File: config.mk
export PLATFORM = sky130hd
export DESIGN_NAME = modbus_detection_frame_parser_top_flat
export DESIGN_NICKNAME = d
export VERILOG_FILES = /design/src/rtl/mdfp_pkg.sv /design/src/rtl/mdfp_in_if.sv /design/src/rtl/mdfp_res_if.sv /design/src/rtl/mdfp_cfg_if.sv /design/src/rtl/modbus_detection_frame_parser_top.sv /design/src/rtl/mdfp_frame_check.sv /design/src/flat_wrapper.sv
export SDC_FILE = /design/constraint.sdc
export NUM_CORES = 1
export LEC_CHECK = 0
export ABC_AREA = 1
export BUFFER_PORTS_ARGS = -buffer_cell sky130_fd_sc_hd__buf_4
export CAP_MARGIN = 20
export CORE_MARGIN = 1
export CORE_UTILIZATION = 36
export CTS_CLUSTER_SIZE = 14
export DETAILED_ROUTE_END_ITERATION = 12
export GPL_TIMING_DRIVEN = 0
export SETUP_SLACK_MARGIN = 0.5
export SYNTH_ARGS = -nofsm -noshare
export SYNTH_HDL_FRONTEND = slang
export SYNTH_SLANG_ARGS = --single-unit
File: constraint.sdc
create_clock -name clk_i -period 8.8 [get_ports clk_i]
set_clock_uncertainty 0.2 [all_clocks]
set_input_delay 2.2 -clock clk_i [delete_from_list [all_inputs] [get_ports clk_i]]
set_output_delay 2.2 -clock clk_i [all_outputs]
set_load 0.03 [all_outputs]
File: src/rtl/mdfp_pkg.sv
package mdfp_pkg;

  // Frame layout of one sensor response.
  localparam int unsigned FRAME_LEN    = 25;
  localparam int unsigned CNT_W        = 5;
  localparam int unsigned COUNT_OFFSET = 10;
  localparam int unsigned DET_OFFSET   = 11;
  localparam int unsigned DET_BYTES    = 4;
  localparam int unsigned CRC_LO_POS   = 23;

  // The byte counter value seen while the final byte of a full frame arrives.
  localparam logic [CNT_W-1:0] CNT_LAST_BYTE = CNT_W'(FRAME_LEN - 1);
  // Saturated count meaning more than a full frame.
  localparam logic [CNT_W-1:0] CNT_SAT       = CNT_W'(FRAME_LEN + 1);
  localparam logic [CNT_W-1:0] CNT_FRAME_LEN = CNT_W'(FRAME_LEN);
  localparam logic [CNT_W-1:0] CNT_CRC_START = CNT_W'(2);

  localparam logic [7:0]  FUNC_READ_INPUT = 8'h04;
  localparam logic [7:0]  DEV_ADDR_RESET  = 8'd1;
  localparam logic [15:0] CRC_INIT        = 16'hFFFF;
  localparam logic [15:0] CRC_POLY        = 16'hA001;

  localparam int unsigned MAX_DET_DEFAULT = 3;

  typedef enum logic [1:0] {
    STATUS_OK       = 2'd0,
    STATUS_BAD_RESP = 2'd1,
    STATUS_BAD_CRC  = 2'd2,
    STATUS_TOO_MANY = 2'd3
  } status_e;

  typedef struct packed {
    logic [15:0] distance_cm;
    logic [15:0] amplitude_q8;
  } det_t;

  // Verdict of one finished frame, handed from the frame checker to the output queue.
  typedef struct packed {
    status_e     status;
    logic [7:0]  detection_count;
    logic [31:0] timestamp;
    logic [1:0]  last_index;
  } report_t;

  // One byte of CRC-16/MODBUS, reflected, bit by bit.
  function automatic logic [15:0] crc16_byte(logic [15:0] crc, logic [7:0] data);
    logic [15:0] c;
    c = crc ^ {8'h00, data};
    for (int i = 0; i < 8; i++) begin
      c = c[0] ? ((c >> 1) ^ CRC_POLY) : (c >> 1);
    end
    return c;
  endfunction

endpackage

File: src/rtl/mdfp_in_if.sv
interface mdfp_in_if;
  logic       valid;
  logic       ready;
  logic [7:0] rx_byte;
  logic       frame_end;

  modport source (output valid, rx_byte, frame_end, input ready);
  modport sink (input valid, rx_byte, frame_end, output ready);
endinterface

File: src/rtl/mdfp_res_if.sv
interface mdfp_res_if;
  logic        valid;
  logic        ready;
  logic [1:0]  status;
  logic [7:0]  detection_count;
  logic [31:0] timestamp;
  logic        has_detection;
  logic [1:0]  detection_index;
  logic [15:0] distance_cm;
  logic [15:0] amplitude_q8;
  logic        last;

  modport source (
    output valid, status, detection_count, timestamp, has_detection,
           detection_index, distance_cm, amplitude_q8, last,
    input  ready
  );
  modport sink (
    input  valid, status, detection_count, timestamp, has_detection,
           detection_index, distance_cm, amplitude_q8, last,
    output ready
  );
endinterface

File: src/rtl/mdfp_cfg_if.sv
interface mdfp_cfg_if;
  logic       valid;
  logic       ready;
  logic [7:0] device_address;

  modport source (output valid, device_address, input ready);
  modport sink (input valid, device_address, output ready);
endinterface

File: src/rtl/modbus_detection_frame_parser_top.sv
// Channel   Dir  Payload                                          Accepted when
// cfg_i     in   device_address                                   valid & ready (ready is 1)
// in_i      in   rx_byte, frame_end                               valid & ready
// res_o     out  status, detection_count, timestamp,              valid & ready
//                has_detection, detection_index, distance_cm,
//                amplitude_q8, last
//
// One received byte is taken per cycle while the input is ready; its store write ends in
// that cycle. A frame end yields a report registered into the head (or the skid), which
// gives 1 to MaxDetections results, one per cycle while the output is ready, from the head.
// A second finished report waits in a skid register; the input stalls only while it is full.
// Reset clears the byte counter and the report queue, sets the CRC to FFFF and the address to 1.
module modbus_detection_frame_parser_top #(
  parameter int unsigned MaxDetections = mdfp_pkg::MAX_DET_DEFAULT
) (
  input  logic       clk_i,
  input  logic       rst_ni,
  mdfp_cfg_if.sink   cfg_i,
  mdfp_in_if.sink    in_i,
  mdfp_res_if.source res_o
);

  logic              accept;
  logic              done;
  logic [7:0]        dev_addr_q;
  mdfp_pkg::report_t new_report;
  mdfp_pkg::det_t    new_dets [MaxDetections];

  logic              head_valid_q, head_valid_d;
  mdfp_pkg::report_t head_q;
  mdfp_pkg::det_t    head_dets_q [MaxDetections];
  logic [1:0]        idx_q, idx_d;
  logic              skid_valid_q, skid_valid_d;
  mdfp_pkg::report_t skid_q;
  mdfp_pkg::det_t    skid_dets_q [MaxDetections];

  logic              head_take, head_final, head_free;
  logic              load_from_skid, load_from_new, load_skid;
  logic              has_det;
  mdfp_pkg::det_t    sel_det;

  // Configuration register.
  assign cfg_i.ready = 1'b1;

  always_ff @(posedge clk_i or negedge rst_ni) begin
    if (!rst_ni) begin
      dev_addr_q <= mdfp_pkg::DEV_ADDR_RESET;
    end else if (cfg_i.valid) begin
      dev_addr_q <= cfg_i.device_address;
    end
  end

  // Byte intake and frame checks.
  assign in_i.ready = !skid_valid_q;
  assign accept     = in_i.valid && in_i.ready;

  mdfp_frame_check #(
    .MaxDetections (MaxDetections)
  ) u_frame_check (
    .clk_i       (clk_i),
    .rst_ni      (rst_ni),
    .accept_i    (accept),
    .rx_byte_i   (in_i.rx_byte),
    .frame_end_i (in_i.frame_end),
    .dev_addr_i  (dev_addr_q),
    .done_o      (done),
    .report_o    (new_report),
    .dets_o      (new_dets)
  );

  // Two-entry report queue: the head feeds the output, the skid catches a second frame end.
  assign head_take  = head_valid_q && res_o.ready;
  assign head_final = (idx_q == head_q.last_index);
  assign head_free  = !head_valid_q || (head_take && head_final);

  assign load_from_skid = head_free && skid_valid_q;
  assign load_from_new  = head_free && !skid_valid_q && done;
  assign load_skid      = done && !head_free;

  always_comb begin
    head_valid_d = head_free ? (skid_valid_q || done) : 1'b1;
    skid_valid_d = load_skid ? 1'b1 : (load_from_skid ? 1'b0 : skid_valid_q);
    idx_d        = idx_q;
    if (head_free) begin
      idx_d = 2'd0;
    end else if (head_take) begin
      idx_d = idx_q + 2'd1;
    end
  end

  always_ff @(posedge clk_i or negedge rst_ni) begin
    if (!rst_ni) begin
      head_valid_q <= 1'b0;
      skid_valid_q <= 1'b0;
      idx_q        <= 2'd0;
    end else begin
      head_valid_q <= head_valid_d;
      skid_valid_q <= skid_valid_d;
      idx_q        <= idx_d;
    end
  end

  always_ff @(posedge clk_i) begin
    if (load_from_skid) begin
      head_q      <= skid_q;
      head_dets_q <= skid_dets_q;
    end else if (load_from_new) begin
      head_q      <= new_report;
      head_dets_q <= new_dets;
    end
    if (load_skid) begin
      skid_q      <= new_report;
      skid_dets_q <= new_dets;
    end
  end

  // Result fields of the current detection slot.
  assign has_det = (head_q.status == mdfp_pkg::STATUS_OK) &&
                   ({6'd0, idx_q} < head_q.detection_count);

  always_comb begin
    sel_det = '0;
    for (int k = 0; k < MaxDetections; k++) begin
      if (idx_q == 2'(k)) begin
        sel_det = head_dets_q[k];
      end
    end
    if (!has_det) begin
      sel_det = '0;
    end
  end

  assign res_o.valid           = head_valid_q;
  assign res_o.status          = head_q.status;
  assign res_o.detection_count = head_q.detection_count;
  assign res_o.timestamp       = head_q.timestamp;
  assign res_o.has_detection   = has_det;
  assign res_o.detection_index = has_det ? idx_q : 2'd0;
  assign res_o.distance_cm     = sel_det.distance_cm;
  assign res_o.amplitude_q8    = sel_det.amplitude_q8;
  assign res_o.last            = head_final;

endmodule

File: src/rtl/mdfp_frame_check.sv
module mdfp_frame_check #(
  parameter int unsigned MaxDetections = mdfp_pkg::MAX_DET_DEFAULT
) (
  input  logic                clk_i,
  input  logic                rst_ni,
  input  logic                accept_i,
  input  logic [7:0]          rx_byte_i,
  input  logic                frame_end_i,
  input  logic [7:0]          dev_addr_i,
  output logic                done_o,
  output mdfp_pkg::report_t   report_o,
  output mdfp_pkg::det_t      dets_o [MaxDetections]
);

  logic [mdfp_pkg::CNT_W-1:0] cnt_q, cnt_d;
  logic [15:0]                crc_q, crc_d;
  logic [15:0]                crc_step;
  logic                       crc_adv;
  logic [7:0]                 store_q [mdfp_pkg::FRAME_LEN];
  logic [7:0]                 prev1_q, prev2_q;
  logic                       len_ok, hdr_ok, crc_ok, too_many;
  logic [7:0]                 det_count;

  // The CRC trails the input by two bytes, so the byte two requests back feeds it.
  assign crc_step = mdfp_pkg::crc16_byte(crc_q, prev2_q);
  assign crc_adv  = (cnt_q >= mdfp_pkg::CNT_CRC_START) && (cnt_q < mdfp_pkg::CNT_FRAME_LEN);

  // Counter and CRC update; a frame end returns both to their reset values.
  always_comb begin
    cnt_d = cnt_q;
    crc_d = crc_q;
    if (accept_i) begin
      if (frame_end_i) begin
        cnt_d = '0;
        crc_d = mdfp_pkg::CRC_INIT;
      end else begin
        if (cnt_q < mdfp_pkg::CNT_SAT) begin
          cnt_d = cnt_q + 1'b1;
        end
        if (crc_adv) begin
          crc_d = crc_step;
        end
      end
    end
  end

  always_ff @(posedge clk_i or negedge rst_ni) begin
    if (!rst_ni) begin
      cnt_q <= '0;
      crc_q <= mdfp_pkg::CRC_INIT;
    end else begin
      cnt_q <= cnt_d;
      crc_q <= crc_d;
    end
  end

  // Frame bytes and the two-byte delay line; bytes past a full frame are dropped.
  always_ff @(posedge clk_i) begin
    if (accept_i) begin
      if (cnt_q < mdfp_pkg::CNT_FRAME_LEN) begin
        store_q[cnt_q] <= rx_byte_i;
      end
      prev1_q <= rx_byte_i;
      prev2_q <= prev1_q;
    end
  end

  // Checks at the final byte; the final byte itself is the high CRC byte.
  assign det_count = store_q[mdfp_pkg::COUNT_OFFSET];
  assign len_ok    = (cnt_q == mdfp_pkg::CNT_LAST_BYTE);
  assign hdr_ok    = (store_q[0] == dev_addr_i) && (store_q[1] == mdfp_pkg::FUNC_READ_INPUT);
  assign crc_ok    = (store_q[mdfp_pkg::CRC_LO_POS] == crc_step[7:0]) &&
                     (rx_byte_i == crc_step[15:8]);
  assign too_many  = (det_count > 8'(MaxDetections));
  assign done_o    = accept_i && frame_end_i;

  always_comb begin
    report_o = '0;
    priority if (!len_ok || !hdr_ok) begin
      report_o.status = mdfp_pkg::STATUS_BAD_RESP;
    end else if (!crc_ok) begin
      report_o.status = mdfp_pkg::STATUS_BAD_CRC;
    end else if (too_many) begin
      report_o.status          = mdfp_pkg::STATUS_TOO_MANY;
      report_o.detection_count = det_count;
    end else begin
      report_o.status          = mdfp_pkg::STATUS_OK;
      report_o.detection_count = det_count;
      report_o.timestamp       = {store_q[5], store_q[6], store_q[3], store_q[4]};
      report_o.last_index      = (det_count == 8'd0) ? 2'd0 : det_count[1:0] - 2'd1;
    end
  end

  // Detection fields at their fixed frame offsets.
  always_comb begin
    for (int k = 0; k < MaxDetections; k++) begin
      dets_o[k].distance_cm  = {store_q[mdfp_pkg::DET_OFFSET + mdfp_pkg::DET_BYTES*k],
                                store_q[mdfp_pkg::DET_OFFSET + mdfp_pkg::DET_BYTES*k + 1]};
      dets_o[k].amplitude_q8 = {store_q[mdfp_pkg::DET_OFFSET + mdfp_pkg::DET_BYTES*k + 2],
                                store_q[mdfp_pkg::DET_OFFSET + mdfp_pkg::DET_BYTES*k + 3]};
    end
  end

endmodule

File: src/flat_wrapper.sv
// flat-port wrapper written by rule: the top's interface ports become plain ports
module modbus_detection_frame_parser_top_flat 
#(
  parameter int unsigned MaxDetections = mdfp_pkg::MAX_DET_DEFAULT
)
  (clk_i, rst_ni, cfg_i_valid, cfg_i_device_address, cfg_i_ready, in_i_valid, in_i_rx_byte, in_i_frame_end, in_i_ready, res_o_valid, res_o_status, res_o_detection_count, res_o_timestamp, res_o_has_detection, res_o_detection_index, res_o_distance_cm, res_o_amplitude_q8, res_o_last, res_o_ready);
  mdfp_cfg_if cfg_i_i ();
  mdfp_in_if in_i_i ();
  mdfp_res_if res_o_i ();
  input  logic clk_i;
  input  logic rst_ni;
  input wire logic [$bits(cfg_i_i.valid)-1:0] cfg_i_valid;
  input wire logic [$bits(cfg_i_i.device_address)-1:0] cfg_i_device_address;
  output wire logic [$bits(cfg_i_i.ready)-1:0] cfg_i_ready;
  input wire logic [$bits(in_i_i.valid)-1:0] in_i_valid;
  input wire logic [$bits(in_i_i.rx_byte)-1:0] in_i_rx_byte;
  input wire logic [$bits(in_i_i.frame_end)-1:0] in_i_frame_end;
  output wire logic [$bits(in_i_i.ready)-1:0] in_i_ready;
  output wire logic [$bits(res_o_i.valid)-1:0] res_o_valid;
  output wire logic [$bits(res_o_i.status)-1:0] res_o_status;
  output wire logic [$bits(res_o_i.detection_count)-1:0] res_o_detection_count;
  output wire logic [$bits(res_o_i.timestamp)-1:0] res_o_timestamp;
  output wire logic [$bits(res_o_i.has_detection)-1:0] res_o_has_detection;
  output wire logic [$bits(res_o_i.detection_index)-1:0] res_o_detection_index;
  output wire logic [$bits(res_o_i.distance_cm)-1:0] res_o_distance_cm;
  output wire logic [$bits(res_o_i.amplitude_q8)-1:0] res_o_amplitude_q8;
  output wire logic [$bits(res_o_i.last)-1:0] res_o_last;
  input wire logic [$bits(res_o_i.ready)-1:0] res_o_ready;
  assign cfg_i_i.valid = cfg_i_valid;
  assign cfg_i_i.device_address = cfg_i_device_address;
  assign cfg_i_ready = cfg_i_i.ready;
  assign in_i_i.valid = in_i_valid;
  assign in_i_i.rx_byte = in_i_rx_byte;
  assign in_i_i.frame_end = in_i_frame_end;
  assign in_i_ready = in_i_i.ready;
  assign res_o_valid = res_o_i.valid;
  assign res_o_status = res_o_i.status;
  assign res_o_detection_count = res_o_i.detection_count;
  assign res_o_timestamp = res_o_i.timestamp;
  assign res_o_has_detection = res_o_i.has_detection;
  assign res_o_detection_index = res_o_i.detection_index;
  assign res_o_distance_cm = res_o_i.distance_cm;
  assign res_o_amplitude_q8 = res_o_i.amplitude_q8;
  assign res_o_last = res_o_i.last;
  assign res_o_i.ready = res_o_ready;
  modbus_detection_frame_parser_top #(.MaxDetections(MaxDetections)) u_core (.clk_i(clk_i), .rst_ni(rst_ni), .cfg_i(cfg_i_i), .in_i(in_i_i), .res_o(res_o_i));
endmodule
==> insert_results.sql, run 1 <==
INSERT INTO impl_metrics (metric_group, metric, value, unit) VALUES
('outcome', 'status', 'completed', ''),
('layout', 'mostFrequentLayoutCell', 'sky130_fd_sc_hd__nand2_1', ''),
('cts', 'tritoncts', 'done', ''),
('routing', 'final_antenna_net_count', '0', ''),
('timing', 'finalSetupViolCount', '0', ''),
('routing', 'vias_per_cell', '4.86', ''),
('worst_hold_path', 'min_delay_path_depth', '0', ''),
('logic_synthesis', 'asyncSetResetFlopFracSynth', '6.75', '%'),
('grt', 'gr-usage-met2', '26.6', '%'),
('logic_synthesis', 'mapped_avg_cell_area', '12.3', 'sq um'),
('floorplan', 'floorplan.die.width', '237', 'microns'),
('logic_synthesis', 'post_synthesis_sequential_element_count', '489', ''),
('timing', 'period_needed', '6020', 'ps'),
('placed_design', 'dpl.hpwl', '29.3', 'mm'),
('grt', 'groute.layer.met3.usage', '2.67', '%'),
('placed_design', 'portBuffers', '101', ''),
('critical_path', 'worst-r2r-cell-count', '11', ''),
('layout', 'post-route-util', '43.1', '%'),
('grt', 'wire_length_of_the_first_global_routing_pass', '69.1', 'mm'),
('logic_synthesis', 'synth.cell_area', '19900', 'sq um'),
('layout', 'antenna_cells', '0', ''),
('grt', 'grt_pass1_vias', '12100', ''),
('grt', 'global_route.overflow_total', '0', ''),
('grt', 'globalRouteTotalUtil', '16.2', '%'),
('grt', 'grt-busiest-layer', 'met2', ''),
('timing', 'finalHoldWorstSlack', '214', 'ps'),
('logic_synthesis', 'ys_warns', '0', ''),
('routing', 'avgRoutedWirePerCell', '18.1', 'microns'),
('power', 'p_switching', '2.10', 'mW'),
('floorplan', 'fp-row-count', '85', ''),
('cts', 'htreeDepth', '2', ''),
('grt', 'antenna_violations_before_repair', '1', ''),
('power', 'power_frac_comb', '23.4', '%'),
('logic_synthesis', 'number_of_enable_flip_flop_cells_after_synthesis', '456', ''),
('power', 'static-leakage-power', '9.04', 'nW'),
('cts', 'worst_setup_hold_path_clk_slew', '60', 'ps'),
('routing', 'drt_first_pass_iters', '5', ''),
('layout', 'layout.cells.most_common_list', '498 x sky130_fd_sc_hd__nand2_1, 456 x sky130_fd_sc_hd__edfxtp_1, 145 x sky130_fd_sc_hd__buf_4, 130 x sky130_fd_sc_hd__nor2_1, 111 x sky130_fd_sc_hd__inv_1', ''),
('floorplan', 'design.portCount', '103', ''),
('critical_path', 'crit_type', 'reg -> out', ''),
('timing', 'finalHoldViolCount', '0', ''),
('routing', 'dr_total_vias', '12200', ''),
('floorplan', 'die_y', '237', 'microns'),
('power', 'clockPowerShare', '31.2', '%'),
('power', 'seqPwrFrac', '45.4', '%'),
('worst_hold_path', 'worst_hold_path_type', 'reg -> reg', ''),
('power', 'post-layout-total-power', '6.71', 'mW'),
('layout', 'layout_cells_sized_above_1', '17.4', '%'),
('cts', 'post_cts_hold_buffer_count', '0', ''),
('cts', 'worst_skew_pair.late_latency', '600', 'ps'),
('logic_synthesis', 'synth_cell_types', '39', ''),
('logic_synthesis', 'synth_flop_cell', 'sky130_fd_sc_hd__edfxtp_1', ''),
('placed_design', 'dp_worst_setup_slack', '3350', 'ps'),
('cts', 'cts_root_buffer', 'sky130_fd_sc_hd__clkbuf_16', ''),
('layout', 'layout.filler_cells', '4939', ''),
('floorplan', 'design.core.area', '54100', 'sq um'),
('critical_path', 'timing.critical_path.to_type', 'output pin', ''),
('layout', 'ff_latch_area', '14500', 'sq um'),
('layout', 'area.growth.synth_to_final', '17.3', '%'),
('run', 'max_cap_violations', '0', ''),
('timing', 'worst-slew-pin-transition', '1080', 'ps'),
('timing', 'clock.fmax', '166', 'MHz'),
('layout', 'multi_input_comb_area', '4270', 'sq um'),
('grt', 'grtUsageMet1', '21.8', '%'),
('logic_synthesis', 'synth.yosys.seq_area_share', '73.2', '%'),
('power', 'intPower', '4.62', 'mW'),
('timing', 'grt_setup_unrepaired', 'no', ''),
('cts', 'clkSinkCount', '489', ''),
('floorplan', 'full_die_area', '56100', 'sq um'),
('critical_path', 'crit_arrival', '3620', 'ps'),
('timing', 'maxSlewViolCount', '0', '');
==> stage by stage <==
step | instances | instance area (sq um) | TNS, ps
4_1_cts | 2515 | 23300 | 0
2_1_floorplan | 1615 | 19900 | 0
3_5_place_dp | 2421 | 21700 | 0
6_report | 2515 | 23300 | 0
3_3_place_gp | 2412 | 21500 | -44130
5_1_grt | 2515 | 23300 | 0
==> registers in the layout (all words and copies together) (netlist names), 2 cells and up <==
register                      cells
u_core.u_frame_check.store_q    160
u_core.dev_addr_q                 8
u_core.idx_q                      2
u_core.u_frame_check.prev1_q      8
u_core.res_o.detection_count      8
u_core.skid_q                    44
u_core.head_q                     2
u_core.u_frame_check.prev2_q      8
u_core.u_frame_check.cnt_q        5
u_core.res_o.timestamp           32
u_core.skid_dets_q               96
u_core.res_o.status               2
u_core.u_frame_check.crc_q       16
u_core.head_dets_q               96
==> power by group through the flow <==
stage          sequential (mW)  clock, mW  combinational (mW)
2_1_floorplan             3.09          0                1.04
3_3_place_gp              3.14          0                1.50
3_5_place_dp              3.10          0                1.58
4_1_cts                   3.05       2.14                1.59
5_1_grt                   3.07       2.22                1.73
6_report                  3.05       2.09                1.57
==> worst paths after layout <==
kind / slack, ps / startpoint / end
min in group asynchronous: 1340 / rst_ni / u_core.dev_addr_q[4]
hold reg to reg: 210 / u_core.u_frame_check.prev1_q[2] / u_core.u_frame_check.prev2_q[2]
setup / recovery: 2780 / u_core.idx_q[1] / res_o_distance_cm[12]
setup reg to reg: 5160 / u_core.idx_q[1] / u_core.head_dets_q[47]
hold / removal: 210 / u_core.u_frame_check.prev1_q[2] / u_core.u_frame_check.prev2_q[2]
max in group asynchronous: 6700 / rst_ni / u_core.u_frame_check.crc_q[9]
==> worst max-delay path: stages (launching register included) <==
cell,delay (ps)
sky130_fd_sc_hd__dfrtp_1,470
sky130_fd_sc_hd__ha_1,310
sky130_fd_sc_hd__a21oi_1,150
sky130_fd_sc_hd__nor4_1,60
sky130_fd_sc_hd__nor3_1,810
sky130_fd_sc_hd__clkbuf_1,480
sky130_fd_sc_hd__o21ai_0,270
sky130_fd_sc_hd__nor2_1,250
sky130_fd_sc_hd__buf_4,210
==> kinds of logic (layout without fill, tap and decap cells) <==
logic type               after synthesis  count (layout)  synth area share, %
AND/OR/NAND/NOR                      760             760                 16.6
flip-flops                           489             489                 73.2
buffers and inverters                231             435                 5.38
AO/OA/AOI/OAI                        108             108                 3.46
XOR/XNOR                              13              13                0.573
adder cells (fa/ha/maj)                9               9                0.567
multiplexers                           4               4                0.227
other                                  1               1               0.0189
==> synthesized netlist by cell type, types with 4 or more instances <==
cell	count	area [sq um]
sky130_fd_sc_hd__a221oi_1	32	280
sky130_fd_sc_hd__edfxtp_1	456	13700
sky130_fd_sc_hd__buf_2	11	55.1
sky130_fd_sc_hd__nor2_1	132	495
sky130_fd_sc_hd__inv_1	111	417
sky130_fd_sc_hd__dfstp_2	17	447
sky130_fd_sc_hd__dfrtp_1	16	400
sky130_fd_sc_hd__ha_1	9	113
sky130_fd_sc_hd__or2_2	4	25.0
sky130_fd_sc_hd__mux2_2	4	45.0
sky130_fd_sc_hd__nor3_2	31	310
sky130_fd_sc_hd__nand3_1	23	115
sky130_fd_sc_hd__nor4_1	4	25.0
sky130_fd_sc_hd__clkbuf_1	52	195
sky130_fd_sc_hd__a21oi_1	19	95.1
sky130_fd_sc_hd__nor3_1	8	40.0
sky130_fd_sc_hd__buf_4	44	330
sky130_fd_sc_hd__nand4_1	40	250
sky130_fd_sc_hd__nand2_2	7	43.8
sky130_fd_sc_hd__nand2_1	498	1870
sky130_fd_sc_hd__a22oi_1	9	67.6
sky130_fd_sc_hd__o21ai_0	45	225
sky130_fd_sc_hd__xnor2_1	10	87.6
sky130_fd_sc_hd__inv_2	9	33.8
==> area by class of cell <==
type	instances	area share [%]
sequential	489	62.4
inverter	120	1.93
multi-input combinational	895	18.3
timing repair buffer	110	4.06
tap	696	3.74
clock inverter	26	1.12
clock buffer	68	5.79
buffer	111	2.65
==> routing by layer <==
layer  wire length [microns]  vias up
li1                        -     5833
met1                   20300     5964
met2                   21700      365
met3                    2480       72
met4                    1180        0
met5                       0        -
Power figures use the tool's default switching activity.
==> run 2, diff against run 1 <==
--- a/config.mk
+++ b/config.mk
@@ -5,7 +5,7 @@
 export SDC_FILE = /design/constraint.sdc
 export NUM_CORES = 1
 export LEC_CHECK = 0
-export ABC_AREA = 1
+export ABC_AREA = 0
 export BUFFER_PORTS_ARGS = -buffer_cell sky130_fd_sc_hd__buf_4
 export CAP_MARGIN = 20
 export CORE_MARGIN = 1
==> constraint.sdc (replaced) <==
create_clock -name clk_i -period 5.6 [get_ports clk_i]
set_clock_uncertainty 0.2 [all_clocks]
set_input_delay 1.4 -clock clk_i [delete_from_list [all_inputs] [get_ports clk_i]]
set_output_delay 1.4 -clock clk_i [all_outputs]
set_load 0.03 [all_outputs]
==> insert_results.sql, run 2 <==
INSERT INTO impl_metrics (metric_group, metric, value, unit) VALUES
('outcome', 'status', 'completed', ''),
('grt', 'grt_pass1_vias', '11600', ''),
('cts', 'clkSinkCount', '489', ''),
('timing', 'slew_headroom', '28.8', '%'),
('logic_synthesis', 'synthCells', '1467', ''),
('cts', 'tritoncts', 'done', ''),
('grt', 'grt_start_max_net_pins', '34', ''),
('logic_synthesis', 'synth_top_cell_area_share', '69.8', '%'),
('layout', 'reg.largest.list', 'u_core.u_frame_check.store_q: 160 flops, u_core.head_dets_q: 96 flops, u_core.skid_dets_q: 96 flops', ''),
('critical_path', 'worst-r2r-cell-count', '7', ''),
('worst_hold_path', 'min_delay_path_depth', '0', ''),
('worst_hold_path', 'worst_hold_path_type', 'reg -> reg', ''),
('cts', 'postCtsResizedCells', '0', ''),
('cts', 'htreeDepth', '2', ''),
('power', 'static-leakage-power', '8.49', 'nW'),
('logic_synthesis', 'yosys.area.top_type', 'sky130_fd_sc_hd__edfxtp_1', ''),
('floorplan', 'initial_utilization', '36.5', '%'),
('cts', 'postCtsSetupRepairBufs', '0', ''),
('worst_hold_path', 'hold_start', 'u_core.u_frame_check.prev1_q[1]', ''),
('grt', 'globalRouteTotalUtil', '16.0', '%'),
('timing', 'grt_setup_unrepaired', 'no', ''),
('floorplan', 'fp-row-count', '85', ''),
('layout', 'mostFrequentLayoutCell', 'sky130_fd_sc_hd__edfxtp_1', ''),
('placed_design', 'dpl.hpwl', '28.5', 'mm'),
('logic_synthesis', 'mapped_avg_cell_area', '13.4', 'sq um'),
('grt', 'global_route.overflow_total', '0', ''),
('cts', 'numCtsBuffers', '48', ''),
('layout', 'layout_cells_sized_above_1', '18.1', '%'),
('logic_synthesis', 'ys_top_cells_by_area', 'sky130_fd_sc_hd__edfxtp_1 70%, sky130_fd_sc_hd__nand2_1 8.0%, sky130_fd_sc_hd__nor2_1 2.4%', ''),
('logic_synthesis', 'number_of_enable_flip_flop_cells_after_synthesis', '456', ''),
('cts', 'max-clock-path-buffers', '3', ''),
('routing', 'dr.max_layer_used', 'met4', ''),
('routing', 'routed_wl', '44.0', 'mm'),
('grt', 'antenna_violations_before_repair', '1', ''),
('layout', 'max_flop_register', 'u_core.u_frame_check.store_q', ''),
('layout', 'nNetsFinal', '1661', ''),
('cts', 'worst_setup_hold_path_clk_slew', '60', 'ps'),
('logic_synthesis', 'yosys.cell_count.top_type', 'sky130_fd_sc_hd__edfxtp_1', ''),
('timing', 'worst-slew-pin-transition', '1070', 'ps'),
('logic_synthesis', 'synth_cell_types', '52', ''),
('cts', 'cts_root_buffer', 'sky130_fd_sc_hd__clkbuf_16', ''),
('power', 'max-vdd-ir-drop', '0.000424', 'V'),
('routing', 'detail_route.drc_violations', '0', ''),
('logic_synthesis', 'synth.cell_area', '19600', 'sq um'),
('routing', 'drt_first_pass_iters', '5', ''),
('layout', 'area.growth.synth_to_final', '17.3', '%'),
('logic_synthesis', 'synth_flop_cell', 'sky130_fd_sc_hd__edfxtp_1', ''),
('critical_path', 'crit_path_start_kind', 'register', ''),
('power', 'power_density', '486', 'nW/um^2'),
('critical_path', 'worst-path-max-fanout', '10', ''),
('routing', 'avgRoutedWirePerCell', '18.6', 'microns'),
('layout', 'layout.cells.most_common_list', '456 x sky130_fd_sc_hd__edfxtp_1, 416 x sky130_fd_sc_hd__nand2_1, 146 x sky130_fd_sc_hd__buf_4, 126 x sky130_fd_sc_hd__nor2_1, 79 x sky130_fd_sc_hd__a21oi_1', ''),
('cts', 'worst_skew_pair.late_latency', '580', 'ps'),
('routing', 'met2WireLength', '21.7', 'mm'),
('timing', 'period_needed', '4870', 'ps'),
('critical_path', 'r2r_slack', '1890', 'ps'),
('routing', 'vias_per_cell', '4.80', ''),
('run', 'max_cap_violations', '0', ''),
('critical_path', 'crit_arrival', '3270', 'ps'),
('routing', 'met1_length', '19.1', 'mm'),
('layout', 'largest_register_ff_count', '160', ''),
('logic_synthesis', 'postSynthNetCount', '1498', ''),
('logic_synthesis', 'post_synthesis_sequential_element_count', '489', ''),
('timing', 'maxSlewViolCount', '0', ''),
('critical_path', 'reg2reg_from', 'u_core.u_frame_check.prev2_q[6]', ''),
('routing', 'met3_length', '2.05', 'mm'),
('floorplan', 'floorplan.die.width', '236', 'microns'),
('grt', 'wire_length_of_the_first_global_routing_pass', '67.4', 'mm'),
('layout', 'finish.cell_count_without_fillers', '2365', ''),
('routing', 'dr_total_vias', '11300', ''),
('logic_synthesis', 'ys_warns', '0', ''),
('logic_synthesis', 'synth.yosys.seq_area_share', '74.1', '%'),
('placed_design', 'dpl.cell_count', '2275', ''),
('placed_design', 'globalplace.congestion', '0.809', ''),
('logic_synthesis', 'synthTopCellsByCount', '456 x sky130_fd_sc_hd__edfxtp_1, 416 x sky130_fd_sc_hd__nand2_1, 128 x sky130_fd_sc_hd__nor2_1, 79 x sky130_fd_sc_hd__a21oi_1, 56 x sky130_fd_sc_hd__clkbuf_1', ''),
('routing', 'final_antenna_net_count', '0', ''),
('timing', 'clock.fmax', '205', 'MHz'),
('critical_path', 'crit_type', 'reg -> out', ''),
('critical_path', 'critical_path_required', '4000', 'ps'),
('timing', 'final.period_utilization', '87.0', '%'),
('floorplan', 'die_y', '236', 'microns'),
('logic_synthesis', 'asyncSetResetFlopFracSynth', '6.75', '%'),
('floorplan', 'design.core.area', '53800', 'sq um'),
('floorplan', 'design.portCount', '103', ''),
('timing', 'finalSetupViolCount', '0', ''),
('critical_path', 'critical_path.reg2reg.endpoint', 'u_core.skid_q[26]', ''),
('layout', 'post-route-util', '42.8', '%'),
('critical_path', 'timing.critical_path.to_type', 'output pin', ''),
('timing', 'finalHoldViolCount', '0', ''),
('placed_design', 'portBuffers', '99', ''),
('floorplan', 'full_die_area', '55500', 'sq um'),
('worst_hold_path', 'hold_worst_path_end', 'u_core.u_frame_check.prev2_q[1]', ''),
('cts', 'post_cts_hold_buffer_count', '0', ''),
('routing', 'first_iter_violations', '893', '');
## run 2: cell types whose count changed after synthesis, moves of 35 or more
cell,change
sky130_fd_sc_hd__o21ai_0,-37
sky130_fd_sc_hd__nand4_1,-35
sky130_fd_sc_hd__a21oi_1,+60
sky130_fd_sc_hd__and2_1,+41
sky130_fd_sc_hd__inv_1,-95
sky130_fd_sc_hd__nand2_1,-82
## run 2: per-layer routing
metal	vias to the layer above	global-route usage, %
li1	5412	-
met3	70	2.43
met2	254	27.3
met1	5607	21.0
met5	-	0
met4	0	5.23
## run 2: worst max path at each step
stage | to | startpoint | cells past startpoint | slack, ps
final | res_o_detection_index[1] | u_core.res_o.detection_count[7] | 6 | 730
after global routing | res_o_detection_index[0] | u_core.res_o.detection_count[6] | 6 | 560
after CTS | res_o_detection_index[1] | u_core.res_o.detection_count[7] | 6 | 650
after detailed placement | u_core.skid_q[26] | in_i_rx_byte[3] | 7 | 1120
after global placement | u_core.skid_dets_q[16] | in_i_valid | 5 | -540
after floorplan | u_core.skid_dets_q[0] | in_i_valid | 4 | 790
## run 2: final cells by class
| class | count | area [sq um] |
|---|---|---|
| Clock buffer | 67 | 1290 |
| Buffer | 108 | 591 |
| Sequential cell | 489 | 14500 |
| Tap cell | 696 | 871 |
| Timing Repair Buffer | 113 | 983 |
| Antenna cell | 1 | 2.50 |
| Clock inverter | 21 | 188 |
| Inverter | 16 | 60.1 |
| Multi-Input combinational cell | 854 | 4500 |
| Fill cell | 4940 | 30800 |
## run 2: worst max-delay path, stage by stage (launching register included)
cell and delay, ps:
sky130_fd_sc_hd__edfxtp_1 420, sky130_fd_sc_hd__or4_1 550, sky130_fd_sc_hd__o41ai_2 510, sky130_fd_sc_hd__buf_4 270, sky130_fd_sc_hd__clkbuf_1 480, sky130_fd_sc_hd__nor2_1 220, sky130_fd_sc_hd__buf_4 230
## run 2: logic make-up after synthesis
group	count (synthesis)	synth area share, %
buffers and inverters	124	3.31
xor gates and xnor gates	51	3.16
other	1	0.0191
AOI/OAI and AO/OA	139	4.49
muxes	13	0.752
adders and majority gates	9	0.574
DFF	489	74.1
and+or+nand+nor	641	13.6
## run 2: through the flow
step                area, sq um  total power [mW]  hold WS (ps)  worst slack [ps]  TNS (ps)
floorplan                 19600              7.20           200               792         0
detailed placement        21500              8.22           206              1120         0
finish                    23000              11.2           220               731         0
global route              23000              11.8           223               559         0
global placement          21300              8.12           205              -543    -98870
CTS                       23000              11.3           214               646         0
## run 2: where the power goes
group | leakage (nW) | total (mW) | internal [mW] | switching (mW)
registers | 4.56 | 5.00 | 4.79 | 0.217
clock network | 0.720 | 3.08 | 1.75 | 1.33
logic | 3.21 | 3.11 | 1.11 | 2.00
